==> config.mk <==
export PLATFORM = sky130hd
export DESIGN_NAME = rlgr1_entropy_encoder_top
export DESIGN_NICKNAME = d
export VERILOG_FILES = /design/src/rtl/rlgr1_pkg.sv /design/src/rtl/rlgr1_core.sv /design/src/rtl/rlgr1_outq.sv /design/src/rtl/rlgr1_entropy_encoder_top.sv
export VERILOG_INCLUDE_DIRS = /design/src /design/src/rtl
export SDC_FILE = /design/constraint.sdc
export NUM_CORES = 1
export LEC_CHECK = 0
export BUFFER_PORTS_ARGS = -buffer_cell sky130_fd_sc_hd__buf_2
export CAP_MARGIN = 0
export CORE_UTILIZATION = 40
export DETAILED_ROUTE_END_ITERATION = 6
export PLACE_DENSITY = 0.64
export SYNTH_ARGS = -nofsm -noshare
export SYNTH_HDL_FRONTEND = slang
export SYNTH_SLANG_ARGS = --single-unit
==> constraint.sdc <==
create_clock -name clk -period 10.6 [get_ports clk]
set_input_delay 0 -clock clk [delete_from_list [all_inputs] [get_ports clk]]
set_output_delay 0 -clock clk [all_outputs]
set_load 0.02 [all_outputs]
==> src/rtl/rlgr1_entropy_encoder_top_macros.svh <==
// Assertion macros for the RLGR1 entropy encoder.
// Included by rlgr1_entropy_encoder_top; no other dependencies.
`ifndef RLGR1_ENTROPY_ENCODER_TOP_MACROS_SVH
`define RLGR1_ENTROPY_ENCODER_TOP_MACROS_SVH

`ifndef SYNTHESIS
// Same-cycle implication
`define RLGR1_ASSERT_IMP(label, ck, rn, ante, cons) \
    label: assert property (@(posedge ck) disable iff (!rn) (ante) |-> (cons)) \
        else $error("rlgr1 encoder check failed");
// Next-cycle implication
`define RLGR1_ASSERT_NEXT(label, ck, rn, ante, cons) \
    label: assert property (@(posedge ck) disable iff (!rn) (ante) |=> (cons)) \
        else $error("rlgr1 encoder check failed");
`else
`define RLGR1_ASSERT_IMP(label, ck, rn, ante, cons)
`define RLGR1_ASSERT_NEXT(label, ck, rn, ante, cons)
`endif

`endif

==> src/rtl/rlgr1_pkg.sv <==
// Shared types, constants and parameter-update helpers for the RLGR1 encoder.
// No dependencies.
`timescale 1ns / 1ps
`default_nettype none

package rlgr1_pkg;

    localparam int COEFF_W    = 16;
    localparam int RUN_W      = 16;
    localparam int LIT_W      = 12;
    localparam int LLEN_W     = 4;
    localparam int PARAM_W    = 7;
    localparam int ZC_W       = 10;
    localparam int K_W        = 4;
    localparam int OUTQ_DEPTH = 3;
    localparam int QCNT_W     = 2;

    typedef logic [PARAM_W-1:0] param_t;

    localparam param_t PARAM_MAX   = 7'd80;
    localparam param_t PARAM_RESET = 7'd8;
    localparam param_t RUN_UP      = 7'd4;
    localparam param_t RUN_DOWN    = 7'd6;
    localparam param_t GR_UP       = 7'd3;
    localparam param_t GR_DOWN     = 7'd3;
    localparam param_t RICE_DOWN   = 7'd2;
    localparam logic [K_W-1:0] K_MAX = 4'd10;

    typedef struct packed {
        logic               run_bit;
        logic [RUN_W-1:0]   run_length;
        logic [LIT_W-1:0]   literal_bits;
        logic [LLEN_W-1:0]  literal_length;
        logic               final_segment;
    } seg_t;

    typedef struct packed {
        param_t             run_param;
        param_t             rice_param;
        logic [ZC_W-1:0]    zcount;
    } state_t;

    localparam state_t STATE_RESET = '{
        run_param:  PARAM_RESET,
        rice_param: PARAM_RESET,
        zcount:     '0
    };

    // Shift amount from an adaptive parameter (parameter / 8, capped)
    function automatic logic [K_W-1:0] k_of(input param_t p);
        logic [K_W-1:0] k;
        k = p[PARAM_W-1:3];
        return (k > K_MAX) ? K_MAX : k;
    endfunction

    // Add and clamp to the top of the range
    function automatic param_t param_up(input param_t p, input param_t d);
        logic [PARAM_W:0] sum;
        sum = {1'b0, p} + {1'b0, d};
        return (sum > {1'b0, PARAM_MAX}) ? PARAM_MAX : sum[PARAM_W-1:0];
    endfunction

    // Subtract and clamp at zero
    function automatic param_t param_down(input param_t p, input param_t d);
        return (p > d) ? (p - d) : '0;
    endfunction

endpackage

`default_nettype wire

==> src/rtl/rlgr1_core.sv <==
// Combinational coding step: one coefficient plus current state gives up to
// two segments and the next state. Depends on rlgr1_pkg.
`timescale 1ns / 1ps
`default_nettype none

module rlgr1_core
    import rlgr1_pkg::*;
#(
    parameter int COEFF_BITS = 16
)
(
    input  logic [COEFF_W-1:0] coefficient,
    input  logic               last,
    input  state_t             state,
    output seg_t               seg0,
    output seg_t               seg1,
    output logic [1:0]         nres,
    output state_t             state_next
);

    localparam int CB = COEFF_BITS;

    logic [CB-1:0]    raw;
    logic [CB-1:0]    mag;
    logic [CB-1:0]    ms;
    logic [CB-1:0]    gr_v;
    logic [CB-1:0]    vk;
    logic             neg;
    logic             is_zero;
    logic             run_mode;
    logic             hit;
    logic [K_W-1:0]   k;
    logic [K_W-1:0]   kr;
    logic [ZC_W-1:0]  cnt;
    logic [ZC_W:0]    cnt_inc;
    logic [ZC_W:0]    run_limit;
    logic [LIT_W-1:0] v_lit;
    seg_t             gr_seg;
    param_t           rice_after;

    always_comb
    begin
        raw      = coefficient[CB-1:0];
        neg      = raw[CB-1];
        mag      = neg ? (~raw + 1'b1) : raw;
        // magnitude-sign value; the most negative input maps to all ones
        ms       = neg ? ({mag[CB-2:0], 1'b0} - 1'b1) : {mag[CB-2:0], 1'b0};
        k        = k_of(state.run_param);
        kr       = k_of(state.rice_param);
        run_mode = (k != '0);
        is_zero  = (mag == '0);

        // Golomb-Rice code, shared by both modes
        gr_v  = run_mode ? (is_zero ? '0 : (mag - 1'b1)) : ms;
        vk    = gr_v >> kr;
        v_lit = LIT_W'(gr_v) & ((LIT_W'(1) << kr) - LIT_W'(1));
        gr_seg.run_bit        = 1'b1;
        gr_seg.run_length     = RUN_W'(vk);
        gr_seg.literal_bits   = v_lit;
        gr_seg.literal_length = kr + 4'd1;
        gr_seg.final_segment  = 1'b0;

        if (vk == '0)
        begin
            rice_after = param_down(state.rice_param, RICE_DOWN);
        end
        else if (vk > CB'(1))
        begin
            rice_after = param_up(state.rice_param,
                                  (vk >= CB'(PARAM_MAX)) ? PARAM_MAX : vk[PARAM_W-1:0]);
        end
        else
        begin
            rice_after = state.rice_param;
        end

        // Zero-run bookkeeping
        cnt       = state.zcount & ((ZC_W'(1) << k) - ZC_W'(1));
        cnt_inc   = {1'b0, state.zcount} + 1'b1;
        run_limit = {{ZC_W{1'b0}}, 1'b1} << k;
        hit       = (cnt_inc >= run_limit);

        seg0       = '0;
        seg1       = '0;
        nres       = 2'd0;
        state_next = state;

        if (run_mode)
        begin
            if (is_zero && !last)
            begin
                if (hit)
                begin
                    // escape: a single 0 bit, raise k
                    seg0.run_length      = RUN_W'(1);
                    nres                 = 2'd1;
                    state_next.zcount    = '0;
                    state_next.run_param = param_up(state.run_param, RUN_UP);
                end
                else
                begin
                    state_next.zcount = cnt_inc[ZC_W-1:0];
                end
            end
            else
            begin
                // end of run: 1, count in k bits, sign; then the GR code
                seg0.literal_bits    = (LIT_W'(1) << (k + 4'd1)) | LIT_W'({cnt, neg});
                seg0.literal_length  = k + 4'd2;
                seg1                 = gr_seg;
                nres                 = 2'd2;
                state_next.zcount    = '0;
                state_next.run_param  = param_down(state.run_param, RUN_DOWN);
                state_next.rice_param = rice_after;
            end
        end
        else
        begin
            seg0                  = gr_seg;
            nres                  = 2'd1;
            state_next.run_param  = (ms != '0) ? param_down(state.run_param, GR_DOWN)
                                               : param_up(state.run_param, GR_UP);
            state_next.rice_param = rice_after;
        end

        if (last)
        begin
            if (nres == 2'd2)
            begin
                seg1.final_segment = 1'b1;
            end
            else
            begin
                seg0.final_segment = 1'b1;
            end
            state_next = STATE_RESET;
        end
    end

endmodule

`default_nettype wire

==> src/rtl/rlgr1_outq.sv <==
// Three-entry segment queue between the coding step and the output channel.
// Takes up to two segments per push. Depends on rlgr1_pkg.
`timescale 1ns / 1ps
`default_nettype none

module rlgr1_outq
    import rlgr1_pkg::*;
(
    input  logic              clk,
    input  logic              rst_n,
    input  logic              push,
    input  logic [1:0]        push_n,
    input  seg_t              push_seg0,
    input  seg_t              push_seg1,
    input  logic              out_stall,
    output seg_t              head,
    output logic              head_valid,
    output logic [QCNT_W-1:0] room
);

    seg_t              q_reg  [OUTQ_DEPTH];
    seg_t              q_next [OUTQ_DEPTH];
    logic [QCNT_W-1:0] count_reg;
    logic [QCNT_W-1:0] count_next;
    logic [QCNT_W-1:0] count_after;
    logic              pop;

    always_comb
    begin
        pop         = (count_reg != '0) && !out_stall;
        count_after = count_reg - QCNT_W'(pop);

        for (int i = 0; i < OUTQ_DEPTH; i++)
        begin
            q_next[i] = q_reg[i];
        end
        // advance towards the head on a pop
        for (int i = 0; i < OUTQ_DEPTH - 1; i++)
        begin
            if (pop)
            begin
                q_next[i] = q_reg[i + 1];
            end
        end
        for (int i = 0; i < OUTQ_DEPTH; i++)
        begin
            if (push && (count_after == QCNT_W'(i)))
            begin
                q_next[i] = push_seg0;
            end
            if (push && (push_n == 2'd2) && ((count_after + 1'b1) == QCNT_W'(i)))
            begin
                q_next[i] = push_seg1;
            end
        end

        count_next = count_after + (push ? QCNT_W'(push_n) : '0);
    end

    always_ff @(posedge clk or negedge rst_n)
    begin
        if (!rst_n)
        begin
            count_reg <= '0;
        end
        else
        begin
            count_reg <= count_next;
        end
    end

    always_ff @(posedge clk)
    begin
        q_reg <= q_next;
    end

    assign head       = q_reg[0];
    assign head_valid = (count_reg != '0);
    assign room       = QCNT_W'(OUTQ_DEPTH) - count_reg;

endmodule

`default_nettype wire

==> src/rtl/rlgr1_entropy_encoder_top.sv <==
// RLGR1 entropy encoder, top level: input register, adaptive state, coding
// step and segment queue. Depends on rlgr1_pkg, rlgr1_core, rlgr1_outq.
//
// Usage
//   Input channel (in_valid / in_stall): one signed coefficient per word with
//   a last flag marking the final coefficient of a block.
//   Output channel (out_valid / out_stall): one bit segment per word, a run of
//   run_length copies of run_bit followed by literal_length literal bits,
//   MSB first. final_segment marks the end of a block; the packer pads there.
//   A coefficient gives zero, one or two segments.
//   Path: a word accepted into the input register is coded there and its
//   segments enter the queue, whose head is offered on the output port.
//   Throughput: one coefficient per cycle while each gives at most one
//   segment and the queue has room; the output port moves one segment per
//   cycle while out_stall is low, so a two-segment coefficient (end of a
//   zero run) occupies it for both; the three-entry queue buffers them.
//   Reset: run and Rice parameters of 8, an empty zero run, input register
//   and queue empty. The same state is restored after each last word.
//   Stall: while out_stall is high the head segment holds; the queue fills,
//   then the input register holds and in_stall rises.
`timescale 1ns / 1ps
`default_nettype none

`include "rlgr1_entropy_encoder_top_macros.svh"

module rlgr1_entropy_encoder_top
    import rlgr1_pkg::*;
#(
    parameter int COEFF_BITS = 16
)
(
    input  logic                      clk,
    input  logic                      rst_n,
    input  logic                      in_valid,
    output logic                      in_stall,
    input  logic signed [COEFF_W-1:0] coefficient,
    input  logic                      last,
    output logic                      out_valid,
    input  logic                      out_stall,
    output logic                      run_bit,
    output logic [RUN_W-1:0]          run_length,
    output logic [LIT_W-1:0]          literal_bits,
    output logic [LLEN_W-1:0]         literal_length,
    output logic                      final_segment
);

    logic               in_valid_reg;
    logic [COEFF_W-1:0] coeff_reg;
    logic               last_reg;
    state_t             state_reg;
    state_t             state_next;
    seg_t               seg0;
    seg_t               seg1;
    seg_t               head;
    logic [1:0]         nres;
    logic [QCNT_W-1:0]  room;
    logic               commit;
    logic               accept;

    // Input register: take a new word when empty or when the held one is committed
    assign commit   = in_valid_reg && (room >= QCNT_W'(nres));
    assign in_stall = in_valid_reg && !commit;
    assign accept   = in_valid && !in_stall;

    always_ff @(posedge clk or negedge rst_n)
    begin
        if (!rst_n)
        begin
            in_valid_reg <= 1'b0;
        end
        else if (accept)
        begin
            in_valid_reg <= 1'b1;
        end
        else if (commit)
        begin
            in_valid_reg <= 1'b0;
        end
    end

    always_ff @(posedge clk)
    begin
        if (accept)
        begin
            coeff_reg <= coefficient;
            last_reg  <= last;
        end
    end

    // Adaptive state: advance only when the coded segments enter the queue
    always_ff @(posedge clk or negedge rst_n)
    begin
        if (!rst_n)
        begin
            state_reg <= STATE_RESET;
        end
        else if (commit)
        begin
            state_reg <= state_next;
        end
    end

    rlgr1_core #(
        .COEFF_BITS (COEFF_BITS)
    ) u_core (
        .coefficient (coeff_reg),
        .last        (last_reg),
        .state       (state_reg),
        .seg0        (seg0),
        .seg1        (seg1),
        .nres        (nres),
        .state_next  (state_next)
    );

    rlgr1_outq u_outq (
        .clk        (clk),
        .rst_n      (rst_n),
        .push       (commit),
        .push_n     (nres),
        .push_seg0  (seg0),
        .push_seg1  (seg1),
        .out_stall  (out_stall),
        .head       (head),
        .head_valid (out_valid),
        .room       (room)
    );

    assign run_bit        = head.run_bit;
    assign run_length     = head.run_length;
    assign literal_bits   = head.literal_bits;
    assign literal_length = head.literal_length;
    assign final_segment  = head.final_segment;

    // A last word always closes the block with at least one segment
    `RLGR1_ASSERT_IMP(a_last_yields, clk, rst_n, (commit && last_reg), (nres != 2'd0))
    // State is back at its reset values after a last word
    `RLGR1_ASSERT_NEXT(a_reset_after_last, clk, rst_n, (commit && last_reg), (state_reg == STATE_RESET))
    // Adaptive parameters stay within their clamp
    `RLGR1_ASSERT_IMP(a_param_range, clk, rst_n, in_valid_reg, (state_reg.run_param <= PARAM_MAX && state_reg.rice_param <= PARAM_MAX))

endmodule

`default_nettype wire
---- Word level (Yosys, flattened, before mapping) ----
Index checks and enable logic that the tools add are counted.
operators by class
  magnitude comparators ................... 12
  shift operators ......................... 5
  muxes and demuxes ....................... 49
  add/subtract/negate cells ............... 19
  bitwise gates (word level) .............. 4
  equality and inequality tests ........... 7
  reduce and logical (&&, ||, !) cells .... 31
operator list
  kind                   count
  $mux 34                10
  $mux 7                 13
  $mux 16                5
  $logic_not 16->1       2
  $mux 32                1
  $sub 16x1->16 const B  2
  $mux 10                3
  $gt 8x7->1 const B     3
  $mux 24                1
  $shl 1x4->12 const A   2
  $add 16x1->16 const B  1
  $ge 16x7->1 const B    1
  $gt 16x1->1 const B    1
  $not 16->16            1
  $reduce_bool 16->1     1
  $shr 16x4->16          1
  $gt 7x2->1 const B     2
  $mux 14                1
  $sub 7x2->7 const B    2
  $and 12x12->12         1
  $logic_and 1x1->1      12
  $or 12x11->12          1
  $sub 12x1->12 const B  1
  $add 10x1->11 const B  1
  31 further kinds       58
word-level totals
  input port bits ......................... 21
  register bits after elaboration ......... 146
  output and inout port bits .............. 36

---- Logic depth before layout (Yosys ltp) ----
  depth after elaboration ................. 17
  gate-level depth with buffers ........... 35

---- Hierarchy ----
Synthesis repeated with hierarchy kept, for this count alone.
unflattened totals
  cells, all modules ...................... 1575
  area, all modules ....................... 13121.3 um^2
modules (own cells, without submodules)
  module                     cells an instance  sequential area each (um^2)  area an instance (um^2)  times used
  rlgr1_core                 993                0.0                          6256.0                   1
  rlgr1_outq                 502                3113.0                       5248.8                   1
  rlgr1_entropy_encoder_top  80                 1138.6                       1616.6                   1

---- Worst setup path before layout ----
No wires, ideal clock.
  path type ............................... register to register
  start ................................... register state_reg[22] (netlist bit)
  end ..................................... register u_outq.q_reg[34] (netlist bit), enable pin
  setup slack ............................. 2.963 ns
  stages on the path, launching flop included .. 35
  buffers on the path ..................... 9
  arrival ................................. 7.146 ns
  cell sequence ........................... dfrtp_1 > clkbuf_1 > or2_2 > or3_1 > clkbuf_1 > inv_1 > buf_1 > buf_1 > clkbuf_1 > clkbuf_1 > clkbuf_1 > ha_1 > a21boi_0 > o21a_1 > o21a_1 > o21a_1 > o21a_1 > o21a_1 > o21ai_0 > nand2b_1 > a21oi_1 > o21ai_0 > a21oi_1 > inv_1 > ha_1 > nand2b_1 > a21oi_1 > nand2b_1 > clkbuf_1 > nor2_1 > nand2_1 > nor2_1 > nor2_1 > clkbuf_1 > nand2_1
between the ends
  cells in the longest elaborated chain, start to end .. 12
  elaborated cells between the ends (all ways) .. 15
  those cells by class .................... order compare (3); eq/ne (1); shift (1); mux (4); reduce/logical (6)
ends and longest elaborated chain
  item                                    RTL line                         source
  from (decl)                             rlgr1_entropy_encoder_top.sv:50  state_t state_reg;
  from (signal assigned)                  rlgr1_entropy_encoder_top.sv:99  state_reg <= state_next;
  $gt 4x4->1                              rlgr1_pkg.sv:53                  return (k > K_MAX) ? K_MAX : k;
  $mux 4 (*)                              rlgr1_pkg.sv:53
  $shl 1x4->11                            rlgr1_core.sv:80                 run_limit = {{ZC_W{1'b0}}, 1'b1} << k;
  $ge 11x11->1                            rlgr1_core.sv:81                 hit = (cnt_inc >= run_limit);
  $mux 1                                  rlgr1_core.sv:92                 if (hit)
  $mux 2                                  rlgr1_core.sv:90                 if (is_zero && !last)
  $mux 2 (*)                              rlgr1_core.sv:88                 if (run_mode)
  $ge 2x2->1                              rlgr1_entropy_encoder_top.sv:61  assign commit = in_valid_reg && (room >= QCNT_W'(nres));
  $logic_and 1x1->1                       rlgr1_entropy_encoder_top.sv:61
  $logic_and 1x1->1 (2 in series)         rlgr1_outq.sv:51                 if (push && (push_n == 2'd2) && ((count_after + 1'b1) == QCNT_W'(i)))
  $reduce_bool 3->1 (no source line) (*)  --
  to (signal assigned)                    rlgr1_outq.sv:74                 q_reg <= q_next;
  to (decl)                               rlgr1_outq.sv:21                 seg_t q_reg [OUTQ_DEPTH];
Mark *: on every way between the ends. The rest lies on a longest branch, timed or not.
A chain may end at the register's enable or synchronous reset.

---- Worst setup path in the final report ----
  start ................................... register state_reg[21] (netlist bit)
  end ..................................... register u_outq.q_reg[55] (netlist bit), enable pin
Same word-level chain as after synthesis.

==> summary.md <==
| Metric | Value |
|---|---|
| Final setup viols | `0` |
| Mapped Cells | `1428` |
| Syn nets | `1500` |
| Max reg flops | `between 60 and 70` |
| Hpwl dp | `roughly 27000 um` |
| Worst-Margin Slew | `~1200 ps` |
| R2R Path Start | `state_reg[21]$_DFFE_PN0P_` |
| All-Layer GR Usage | `24.2%` |
| Startpoint Class | `register` |
| Mapped Area | `~12000 um^2` |
| Drt drc | `0` |
| Fmax achieved | `122 MHz` |
| CTS Buf Count | `17` |
| Initial antenna violation count | `0` |
| RR Endpoint | `u_outq.q_reg[55]$_DFFE_PP_` |
| WS Path Type | `reg2reg` |
| Final Slew Violations | `0` |
| Htree depth | `4` |
| Initial Util | `41.1%` |
| CTS clock-pin slew for the worst setup and hold paths | `70 ps` |
| I/O pin total | `between 50 and 60` |
| Largest net degree at the start of global routing | `54` |
| Non-Filler Instances | `1822` |
| Syn avg cell area | `~8.6 um^2` |
| Vias | `roughly 11000` |
| Die area | `about 31000 um^2` |
| Area Overhead vs Synth | `9.13%` |
| Vias per inst | `6.14` |
| Yosys reg bits | `146` |
| Remaining Overflow, GRT | `0` |
| Synth top area share | `a little under 30%` |
| DRT Pass-1 Iters | `7` |
| Final Cycle Share | `77.3%` |
| Area contributors post-synth | `edfxtp_1, nand2_1, dfrtp_1, ha_1, o21ai_0` |
| Final hold viol count | `0` |
| Tmin final | `about 8200 ps` |
| FILL cells | `2907` |
| Maximum clock path buffer count | `2` |
| Worst Skew | `13.9 ps` |
| Vias in the first global route | `roughly 10000` |
| Final ANT Viol Nets | `0` |
| Dpl cells | `about 1800` |
| Cell Rows | `63` |
| Worst skew pair latency | `~440 ps` |
| Max-slew headroom | `16.5%` |
| Total Negative Setup Slacks | `0 ps` |
| PortBufs | `56` |
| Synth Flop Type | `edfxtp_1` |
| Max-cap violations | `0` |
| Async S/R FF share, synth | `between 10% and 20%` |
| Library cells used by synthesis | `110` |
| Post-Route WL | `around 37000 um` |
| Worst setup path start | `state_reg[21]$_DFFE_PN0P_` |
| Share of cells above drive strength 1 | `between 10% and 20%` |
| CTS sink cnt | `roughly 150` |
| Required time worst endpoint | `10680 ps` |
| GP Congestion | `roughly 1.0` |
| Critical Path End | `u_outq.q_reg[55]$_DFFE_PP_` |
| Worst-path fanout max | `33` |
| Cts repair resizes | `0` |
| Hold/Removal Path Class | `in2async` |
| Sequential area share after synthesis | `about 35%` |
| Net count reported at finish | `about 1500` |
| Die width | `between 150 and 200 um` |
| Initial DRC Count | `approximately 1100` |
| Synth Warn # | `0` |
| N_diodes | `0` |
| Wire per inst | `roughly 20 um` |
| Data arrival, critical path | `around 8300 ps` |
| Reg2reg setup slack | `approximately 2400 ps` |
| Critical Path End Type | `register` |
| Outcome | `complete, no violations` |
| RSZ-0062 raised after global routing | `false` |
| CTS tree | `built` |
| Synth area leader | `edfxtp_1` |
| Die Ht | `177 um` |
| Post-synth EDFFs | `119` |
| Root Buffer | `clkbuf_16` |
| First-pass GRT wire length | `59400 um` |
| Reg2reg path depth | `26` |
| Post-CTS Setup Repair Bufs | `0` |
| Core box area | `29900 um^2` |
==> how the worst min path moves through the flow <==
stage / endpoint / cells after the start
final: state_reg[19]$_DFFE_PN0P_ / 2
after global routing: state_reg[19]$_DFFE_PN0P_ / 2
after CTS: state_reg[19]$_DFFE_PN0P_ / 2
after detailed placement: state_reg[19]$_DFFE_PN0P_ / 1
after global placement: state_reg[19]$_DFFE_PN0P_ / 1
after floorplan: in_valid_reg$_DFFE_PN0P_ / 0
==> cell families after synthesis <==
group,share of synthesized area [%]
buffers and inverters,6.16
XOR/XNOR,4.35
AND/OR/NAND/NOR,20.8
flip-flops,34.7
AO/OA/AOI/OAI,26.4
adder cells (fa/ha/maj),5.26
multiplexers,2.33
==> layer usage <==
layer / vias to the layer above / wire [um] / global-route usage [%]
met5: - / 0 / 0
li1: 5302 / - / -
met4: 0 / 1210 / 9.63
met2: 507 / 16600 / 37.2
met3: 64 / 2930 / 4.47
met1: 5318 / 16500 / 33.2
==> through the flow <==
step	worst slack [ps]	utilization (%)	hold slack [ps]	area (um^2)
floorplan	2960	-	-296	12300
global placement	2630	42.2	90.7	12600
detailed placement	2610	42.2	96.6	12600
CTS	2550	44.8	163	13400
global route	1810	44.8	222	13400
finish	2400	44.8	148	13400
==> cell usage in the layout (no fill, tap or decap), types with 11 or more instances in the layout <==
cell             n
xnor2_1         40
nand4_1         12
o21ai_0        117
xor2_1          19
inv_1           38
a211oi_1        11
o21a_1          14
a21oi_1         80
buf_4           21
o22ai_1         15
clkbuf_16       17
nor2_1         121
dfrtp_1         25
or3_1           14
nand2b_1        11
buf_2           56
or2_2           13
mux2i_1         24
edfxtp_1       119
nor2b_1         18
a31oi_1         23
o211ai_1        37
a22o_1          26
nor4_1          13
nor3_1          37
ha_1            50
dlygate4sd3_1   19
nand2_1        178
a21o_1          13
nand3_1         33
==> Yosys cell counts, types with 8 or more instances <==
master and number:
nand2_1 178, nor2_1 123, edfxtp_1 119, o21ai_0 117, a21oi_1 80, clkbuf_1 74
ha_1 50, xnor2_1 40, nor3_1 39, inv_1 38, o211ai_1 37, buf_4 34
nand3_1 33, a22o_1 26, dfrtp_1 25, mux2i_1 24, a31oi_1 23, xor2_1 19
nor2b_1 18, o22ai_1 15, or3_1 15, o21a_1 14, a21o_1 13, nor4_1 13
or2_2 13, nand4_1 12, a211oi_1 11, nand2b_1 11, and2_1 10, and3_1 10
o211a_1 9, buf_1 8, o31ai_1 8
==> layout make-up <==
cell class              instances  area, um^2  share of cell area, %
multi-input cells            1119        7270                   54.3
flip-flops and latches        146        4250                   31.8
repair buffers                 96         628                   4.69
well taps                     390         488                   3.65
clock buffers                  18         429                   3.21
clock inverters                14         168                   1.25
inverters                      39         146                   1.09
==> critical path, cell delays in order, from the launching register on <==
cell,delay [ps]
dfrtp_1,850
or2_2,370
nand2_1,180
a21oi_1,530
nand2_1,180
ha_1,310
o21a_1,110
o21a_1,170
o21a_1,170
o21a_1,170
o21a_1,160
o21ai_0,150
nand2b_1,70
a21oi_1,140
o21ai_0,250
a21oi_1,410
inv_1,80
ha_1,270
nand2b_1,100
a21oi_1,100
nand2b_1,320
nor2_1,730
nand2_1,440
nor2_1,480
nor2_1,400
nand2_1,210
buf_4,440
==> timing repair <==
item                                    CTS  global route
hold buffers                             19             0
endpoints found under the setup margin    0             0
endpoints found under the hold margin    43             0
Power is left out: the tool's default activity adds up to more than one toggle a clock period on the data nets, which glitch-free logic cannot reach.
